File: config.mk
export PLATFORM = sky130hd
export DESIGN_NAME = iir_direct_form1_filter_top
export DESIGN_NICKNAME = d
export VERILOG_FILES = /design/src/rtl/iirdf1_pkg.sv /design/src/rtl/iirdf1_mac.sv /design/src/rtl/iirdf1_ctrl.sv /design/src/rtl/iir_direct_form1_filter_top.sv
export SDC_FILE = /design/constraint.sdc
export NUM_CORES = 2
export LEC_CHECK = 0
export BUFFER_PORTS_ARGS = -buffer_cell sky130_fd_sc_hd__buf_2
export CAP_MARGIN = 25
export CELL_PAD_IN_SITES_DETAIL_PLACEMENT = 0
export CELL_PAD_IN_SITES_GLOBAL_PLACEMENT = 1
export CORE_AREA = 2 2 271 273
export DETAILED_ROUTE_END_ITERATION = 10
export DIE_AREA = 0 0 273 275
export PLACE_DENSITY = 0.75
export SETUP_SLACK_MARGIN = 0.4
export SLEW_MARGIN = 0
export SYNTH_ARGS = -nofsm -noshare
export SYNTH_HDL_FRONTEND = slang
export SYNTH_SLANG_ARGS = --single-unit
export TNS_END_PERCENT = 50
File: constraint.sdc
create_clock -name clk -period 7.3 [get_ports clk]
set_input_delay 2.19 -clock clk [delete_from_list [all_inputs] [get_ports clk]]
set_output_delay 2.19 -clock clk [all_outputs]
set_load 0.01 [all_outputs]
File: src/rtl/iirdf1_pkg.sv
package iirdf1_pkg;

  localparam int MAX_ORDER      = 3;
  localparam int SAMPLE_WIDTH   = 16;
  localparam int COEF_WIDTH     = 24;
  localparam int COEF_FRAC_BITS = 20;
  localparam int NUM_REGS       = 8;
  localparam int REG_IDX_W      = $clog2(NUM_REGS);
  localparam int ORDER_W        = 2;

  // feedforward taps 0..MAX_ORDER, then feedback taps 1..MAX_ORDER
  localparam int NUM_TAPS = 2 * MAX_ORDER + 1;
  localparam int TAP_W    = $clog2(NUM_TAPS);
  localparam int HIST_W   = $clog2(MAX_ORDER + 1);

  localparam int PROD_W = COEF_WIDTH + SAMPLE_WIDTH;
  localparam int ACC_W  = PROD_W + $clog2(NUM_TAPS);
  localparam int SHR_W  = ACC_W - COEF_FRAC_BITS;

  localparam logic [TAP_W-1:0] FIRST_A_TAP = TAP_W'(MAX_ORDER + 1);
  localparam logic [TAP_W-1:0] LAST_B_TAP  = TAP_W'(MAX_ORDER);
  localparam logic [TAP_W-1:0] LAST_TAP    = TAP_W'(NUM_TAPS - 1);
  localparam logic [ORDER_W-1:0] ORDER_MAX = ORDER_W'(MAX_ORDER);

  localparam logic signed [SHR_W-1:0] SAT_MAX = SHR_W'((1 <<< (SAMPLE_WIDTH - 1)) - 1);
  localparam logic signed [SHR_W-1:0] SAT_MIN = ~SAT_MAX;

  localparam logic [REG_IDX_W-1:0] REG_ORDER = REG_IDX_W'(0);
  localparam logic [REG_IDX_W-1:0] REG_B0    = REG_IDX_W'(1);
  localparam logic [REG_IDX_W-1:0] REG_B1    = REG_IDX_W'(2);
  localparam logic [REG_IDX_W-1:0] REG_B2    = REG_IDX_W'(3);
  localparam logic [REG_IDX_W-1:0] REG_B3    = REG_IDX_W'(4);
  localparam logic [REG_IDX_W-1:0] REG_A1    = REG_IDX_W'(5);
  localparam logic [REG_IDX_W-1:0] REG_A2    = REG_IDX_W'(6);
  localparam logic [REG_IDX_W-1:0] REG_A3    = REG_IDX_W'(7);

  typedef enum logic [3:0] {
    ST_IDLE  = 4'b0001,
    ST_RUN   = 4'b0010,
    ST_DRAIN = 4'b0100,
    ST_DONE  = 4'b1000
  } state_t;

  typedef struct packed {
    logic             busy;
    logic             clr;
    logic             issue;
    logic [TAP_W-1:0] tap;
    logic             finish;
  } ctrl_t;

endpackage

File: src/rtl/iirdf1_mac.sv
module iirdf1_mac (
  input  logic                                      clk,
  input  logic                                      rst_n,
  input  logic                                      clr,
  input  logic                                      issue,
  input  logic                                      sub,
  input  logic signed [iirdf1_pkg::COEF_WIDTH-1:0]   coef,
  input  logic signed [iirdf1_pkg::SAMPLE_WIDTH-1:0] smp,
  output logic signed [iirdf1_pkg::ACC_W-1:0]        acc
);
  import iirdf1_pkg::*;

  logic signed [PROD_W-1:0] prod_r, prod_nxt;
  logic                     pvld_r, pvld_nxt;
  logic                     sub_r, sub_nxt;
  logic signed [ACC_W-1:0]  acc_r, acc_nxt;

  always_comb begin
    prod_nxt = PROD_W'(coef) * PROD_W'(smp);
    sub_nxt  = sub;
    pvld_nxt = issue & ~clr;
    acc_nxt  = acc_r;
    if (clr) begin
      acc_nxt = '0;
    end else if (pvld_r) begin
      if (sub_r) begin
        acc_nxt = acc_r - ACC_W'(prod_r);
      end else begin
        acc_nxt = acc_r + ACC_W'(prod_r);
      end
    end
  end

  always_ff @(posedge clk) begin
    if (!rst_n) begin
      pvld_r <= 1'b0;
      acc_r  <= '0;
    end else begin
      pvld_r <= pvld_nxt;
      acc_r  <= acc_nxt;
    end
    prod_r <= prod_nxt;
    sub_r  <= sub_nxt;
  end

  assign acc = acc_r;

endmodule

File: src/rtl/iirdf1_ctrl.sv
module iirdf1_ctrl (
  input  logic              clk,
  input  logic              rst_n,
  input  logic              in_valid,
  input  logic              out_free,
  output iirdf1_pkg::ctrl_t ctrl
);
  import iirdf1_pkg::*;

  state_t           state_r, state_nxt;
  logic [TAP_W-1:0] tap_r, tap_nxt;
  logic             in_fire;

  assign in_fire = in_valid & (state_r == ST_IDLE);

  always_comb begin
    state_nxt = state_r;
    tap_nxt   = tap_r;
    unique case (state_r)
      ST_IDLE: begin
        tap_nxt = '0;
        if (in_fire) state_nxt = ST_RUN;
      end
      ST_RUN: begin
        if (tap_r == LAST_TAP) begin
          state_nxt = ST_DRAIN;
        end else begin
          tap_nxt = tap_r + TAP_W'(1);
        end
      end
      ST_DRAIN: state_nxt = ST_DONE;
      ST_DONE: begin
        if (out_free) state_nxt = ST_IDLE;
      end
      default: state_nxt = ST_IDLE;
    endcase
  end

  always_ff @(posedge clk) begin
    if (!rst_n) begin
      state_r <= ST_IDLE;
      tap_r   <= '0;
    end else begin
      state_r <= state_nxt;
      tap_r   <= tap_nxt;
    end
  end

  always_comb begin
    ctrl.busy   = (state_r != ST_IDLE);
    ctrl.clr    = in_fire;
    ctrl.issue  = (state_r == ST_RUN);
    ctrl.tap    = tap_r;
    ctrl.finish = (state_r == ST_DONE) & out_free;
  end

endmodule

File: src/rtl/iir_direct_form1_filter_top.sv
// Direct form I IIR filter of order 2 or 3 on signed 16-bit samples with signed
// Q4.20 coefficients. One shared multiply-accumulate unit walks all seven taps
// (b0..b3 on the input history, a1..a3 on the output history; taps beyond the
// programmed order contribute zero). From acceptance, each sample steps through
// the seven taps, drains the product register, and is shifted right by 20 and
// saturated as it is loaded into the output register. The input side stalls
// while a sample is in flight; a finished result waits in the output register
// and a new sample is accepted meanwhile. Order codes 0 and 1 act as order 2.
// The user writes coefficients and order through the cfg port only while the
// filter is idle, which the block does not enforce; both histories clear at reset.
module iir_direct_form1_filter_top (
  input  logic                                      clk,
  input  logic                                      rst_n,
  input  logic                                      in_valid,
  output logic                                      in_stall,
  input  logic signed [iirdf1_pkg::SAMPLE_WIDTH-1:0] in_sample_in,
  output logic                                      out_valid,
  input  logic                                      out_stall,
  output logic signed [iirdf1_pkg::SAMPLE_WIDTH-1:0] out_sample_out,
  output logic                                      out_saturated,
  input  logic                                      cfg_valid,
  output logic                                      cfg_ready,
  input  logic [iirdf1_pkg::REG_IDX_W-1:0]           cfg_index,
  input  logic [iirdf1_pkg::COEF_WIDTH-1:0]          cfg_wdata
);
  import iirdf1_pkg::*;

  ctrl_t ctrl;
  logic  in_fire, out_free, cfg_fire;

  logic [ORDER_W-1:0]           order_r;
  logic signed [COEF_WIDTH-1:0] coef_b_r [MAX_ORDER+1];
  logic signed [COEF_WIDTH-1:0] coef_a_r [MAX_ORDER];

  logic signed [SAMPLE_WIDTH-1:0] x_hist_r [MAX_ORDER+1];
  logic signed [SAMPLE_WIDTH-1:0] y_hist_r [MAX_ORDER];

  logic                           out_valid_r, out_valid_nxt;
  logic signed [SAMPLE_WIDTH-1:0] out_sample_r;
  logic                           out_sat_r;

  logic                           order_full, tap_is_a, tap_active;
  logic [HIST_W-1:0]              hidx;
  logic signed [COEF_WIDTH-1:0]   mac_coef;
  logic signed [SAMPLE_WIDTH-1:0] mac_smp;
  logic signed [ACC_W-1:0]        acc;
  logic signed [SHR_W-1:0]        shr;
  logic signed [SAMPLE_WIDTH-1:0] y_val;
  logic                           y_sat;

  assign in_stall  = ctrl.busy;
  assign in_fire   = in_valid & ~ctrl.busy;
  assign out_free  = ~out_valid_r | ~out_stall;
  assign cfg_ready = 1'b1;
  assign cfg_fire  = cfg_valid & cfg_ready;

  iirdf1_ctrl u_ctrl (
    .clk      (clk),
    .rst_n    (rst_n),
    .in_valid (in_valid),
    .out_free (out_free),
    .ctrl     (ctrl)
  );

  // register writes
  always_ff @(posedge clk) begin
    if (!rst_n) begin
      order_r <= ORDER_W'(2);
      for (int i = 0; i <= MAX_ORDER; i++) coef_b_r[i] <= '0;
      for (int i = 0; i < MAX_ORDER; i++) coef_a_r[i] <= '0;
    end else if (cfg_fire) begin
      unique case (cfg_index) inside
        REG_ORDER: order_r <= cfg_wdata[ORDER_W-1:0];
        REG_B0, REG_B1, REG_B2, REG_B3: begin
          coef_b_r[HIST_W'(cfg_index - REG_B0)] <= cfg_wdata;
        end
        REG_A1, REG_A2, REG_A3: begin
          coef_a_r[HIST_W'(cfg_index - REG_A1)] <= cfg_wdata;
        end
        default: ;
      endcase
    end
  end

  // operand select for the current tap
  always_comb begin
    order_full = (order_r == ORDER_MAX);
    tap_is_a   = (ctrl.tap >= FIRST_A_TAP);
    hidx       = tap_is_a ? HIST_W'(ctrl.tap - FIRST_A_TAP) : HIST_W'(ctrl.tap);
    tap_active = order_full || ((ctrl.tap != LAST_B_TAP) && (ctrl.tap != LAST_TAP));
    if (tap_is_a) begin
      mac_coef = coef_a_r[hidx];
      mac_smp  = y_hist_r[hidx];
    end else begin
      mac_coef = coef_b_r[hidx];
      mac_smp  = x_hist_r[hidx];
    end
    if (!tap_active) mac_coef = '0;
  end

  iirdf1_mac u_mac (
    .clk   (clk),
    .rst_n (rst_n),
    .clr   (ctrl.clr),
    .issue (ctrl.issue),
    .sub   (tap_is_a),
    .coef  (mac_coef),
    .smp   (mac_smp),
    .acc   (acc)
  );

  // scale and clip
  always_comb begin
    shr = $signed(acc[ACC_W-1:COEF_FRAC_BITS]);
    if (shr > SAT_MAX) begin
      y_val = SAMPLE_WIDTH'(SAT_MAX);
      y_sat = 1'b1;
    end else if (shr < SAT_MIN) begin
      y_val = SAMPLE_WIDTH'(SAT_MIN);
      y_sat = 1'b1;
    end else begin
      y_val = SAMPLE_WIDTH'(shr);
      y_sat = 1'b0;
    end
  end

  always_ff @(posedge clk) begin
    if (!rst_n) begin
      for (int i = 0; i <= MAX_ORDER; i++) x_hist_r[i] <= '0;
      for (int i = 0; i < MAX_ORDER; i++) y_hist_r[i] <= '0;
    end else begin
      if (in_fire) begin
        for (int i = MAX_ORDER; i > 0; i--) x_hist_r[i] <= x_hist_r[i-1];
        x_hist_r[0] <= in_sample_in;
      end
      if (ctrl.finish) begin
        for (int i = MAX_ORDER - 1; i > 0; i--) y_hist_r[i] <= y_hist_r[i-1];
        y_hist_r[0] <= y_val;
      end
    end
  end

  // output transaction register
  always_comb begin
    out_valid_nxt = out_valid_r;
    if (ctrl.finish) begin
      out_valid_nxt = 1'b1;
    end else if (out_valid_r && !out_stall) begin
      out_valid_nxt = 1'b0;
    end
  end

  always_ff @(posedge clk) begin
    if (!rst_n) begin
      out_valid_r <= 1'b0;
    end else begin
      out_valid_r <= out_valid_nxt;
    end
    if (ctrl.finish) begin
      out_sample_r <= y_val;
      out_sat_r    <= y_sat;
    end
  end

  assign out_valid      = out_valid_r;
  assign out_sample_out = out_sample_r;
  assign out_saturated  = out_sat_r;

endmodule

==> qor.txt <==
outcome -> finished, final reports clean
max-slew violations -> 0
DRC viols -> 0
IO Count -> 68
GR Overflow Total -> 0
DR vias -> 24300
Rows -> 99
highest metal used -> met5
Port Buffers -> 66
wire per inst -> 21.5 um
Fin. Hold Viols -> 0
Met2 Routed Length -> 46300 um
Worst EP required -> 7.81 ns
number of synthesized flops with an enable pin -> 321
#FFs+latches synth -> 418
FFs w/ async S/R, synth -> 0%
TritonCTS clock tree -> built
Worst Max-Slew Pin Slew -> 1.00 ns
Synth top area share -> 28.6%
CTS H-tree lvls -> 2
Netlist Area Pre-Place -> 33700 um^2
largest area contributor in the netlist -> edfxtp_1
placed cell count -> 4284
crit path DAT -> 7.73 ns
Total GRT Usage -> 25.9%
final core occ -> 55.7%
max-cap viol count -> 0
Slowest cell on crit path -> fa_1
Synth Flop Type -> edfxtp_1
Pre-antenna DRT Iters -> 5
max_slew headroom -> 33.3%
unrepaired setup endpoints after global routing -> yes
Die H -> 275 um
Met1 Routed Length -> 40300 um
most frequent CP cell -> fa_1
Hold Path Class -> flip-flop to flip-flop
clk slew on worst S/H paths -> 0.06 ns
Starting Density -> 46.6%
initial antenna violation count -> 1
wire length of the first global-routing pass -> 147000 um
worst hold margin -> 0.457 ns
Placement Cell Area -> 37300 um^2
clk_skew -> 0.0543 ns
final instance area -> 40300 um^2
CTS sink count -> 418
Clock Tree Buf Depth -> 3
WL final -> 95800 um
syn_area_per_cell -> 10.7 um^2
Fmax achieved -> 0.138 GHz
DR vias/cell -> 5.45
Mapped Cells -> 3156
worst skew pair latency -> 0.64 ns
TritonCTS buffer count -> 46
min cycle time layout -> 7.23 ns
Final ANT Viol Nets -> 0
non-filler instance count after layout -> 4453
crit path kind -> flip-flop to flip-flop
GPL Wtd Cong -> 0.952
Setup crit start kind -> flip-flop
sequential fraction of the synthesis area -> 34.4%
share of post-route cells with drive strength above 1 -> 21.7%
Initial DRC Count -> 1822
Layout area overhead -> 19.6%
CTS root buf -> clkbuf_16
nets -> 4030
vias in the first global route -> 25100
die area -> 75100 um^2
worst-path maximum fanout -> 6
CP peak stage delay -> 0.55 ns
synthesis warning total -> 0
endpoints failing setup -> 0
part of the cycle the worst path needs -> 99.0%
largest net degree at the start of global routing -> 74
DP HPWL -> 72800 um
die span in x -> 273 um
Setup crit end kind -> flip-flop
main area contributors after synthesis -> edfxtp_1, fa_1, dfxtp_1
Inserted Diodes -> 0
Syn Nets -> 3730
CORE AREA -> 72300 um^2
met3 WL -> 5780 um
unique cell type count in the Yosys netlist -> 68
==> cells in the final DEF (no fill, tap or decap), types with 62 or more instances in the layout <==
cell type,synthesis,routed
nor2_1,222,206
mux4_2,64,64
nand2_1,274,255
and3_1,89,89
a21oi_1,106,89
edfxtp_1,321,321
ha_1,151,138
fa_1,375,352
nor3_1,70,62
buf_4,1,264
and2_1,232,219
xnor2_1,90,89
dfxtp_1,97,93
inv_1,454,431
buf_2,10,66
==> final cells by class <==
cell class / count / area, um^2
inverter: 455 / 1710
multi-input combinational: 2130 / 20700
timing repair buffer: 405 / 3590
tap: 959 / 1200
sequential: 418 / 11600
clock inverter: 29 / 250
fill: 6282 / 32000
clock buffer: 57 / 1220
==> state kept, by name, indices dropped and copies added, names as in the netlist, named ones only <==
signal,count
u_mac.acc,43
x_hist_r,64
y_hist_r,48
u_ctrl.tap_r,3
out_sample_out,16
order_r,2
out_valid,1
u_mac.pvld_r,1
out_saturated,1
u_mac.sub_r,1
u_ctrl.state_r,4
u_mac.prod_r,40
coef_b_r,96
coef_a_r,96
==> worst paths after layout <==
check / start / endpoint / slack [ns] / cells after the start
setup reg to reg: flip-flop / u_mac.prod_r[39] / 0.07 / 29
hold / removal: u_mac.acc[11] / u_mac.acc[11] / 0.46 / 2
setup / recovery: flip-flop / u_mac.prod_r[39] / 0.07 / 29
hold reg to reg: u_mac.acc[11] / u_mac.acc[11] / 0.46 / 2
==> logic make-up after synthesis <==
group,share of synthesized area (%)
other,0.0111
DFF,34.4
xor gates and xnor gates,3.07
and+or+nand+nor,14.7
muxes,7.07
buffers and inverters,6.84
adders and majority gates,27.9
AOI/OAI and AO/OA,6.05
==> routing by layer <==
metal | global-route usage (%) | vias to the layer above
met2 | 43.3 | 680
met3 | 4.08 | 155
li1 | - | 11000
met1 | 34.4 | 12400
met4 | 8.80 | 2
met5 | 0 | -
==> per-stage QoR <==
| step | setup slack, ns | setup TNS (ns) |
|---|---|---|
| 6_report | 0.0749 | 0 |
| 5_1_grt | -0.0697 | -0.136 |
| 4_1_cts | 0.0807 | 0 |
| 3_5_place_dp | -0.256 | -1.04 |
| 3_3_place_gp | -0.207 | -0.823 |
| 2_1_floorplan | 0.307 | 0 |
==> repair_timing <==
item,CTS,global route
setup buffers,61,15
endpoints found under the setup margin,15,16
cloned,5,0
pin swaps,69,54
hold buffers,0,0
gates resized for setup,126,85
==> cell usage after synthesis (3+ instances only) <==
cell,number
a211o_1,5
a211oi_1,13
a21o_1,46
a21oi_1,106
a221o_1,3
a31o_2,3
a31oi_1,16
and2_1,232
and3_1,89
and4_1,4
buf_1,6
buf_2,10
clkbuf_1,138
dfxtp_1,97
edfxtp_1,321
fa_1,375
ha_1,151
inv_1,454
mux2_2,24
mux2i_1,67
mux4_2,64
nand2_1,274
nand2b_1,16
nand3_1,33
nand3b_1,3
nand4_1,10
nor2_1,222
nor2b_1,18
nor3_1,70
nor4_1,11
nor4b_1,6
o21a_1,22
o21ai_0,43
o21ai_1,24
o21bai_1,12
o22ai_1,4
o31ai_1,3
or3_1,4
or4_1,4
xnor2_1,90
xor2_1,28
==> critical path, delay by kind of cell (launching register included) <==
family | cells | cell delay (ns)
adders and majority gates | 7 | 3.23
buffers and inverters | 9 | 1.09
xor gates and xnor gates | 1 | 0.07
AOI/OAI and AO/OA | 8 | 1.49
muxes | 2 | 0.71
and+or+nand+nor | 2 | 0.14
DFF | 1 | 0.38
Power is left out: the tool's default activity adds up to more than one toggle a clock period on the data nets, which glitch-free logic cannot reach.
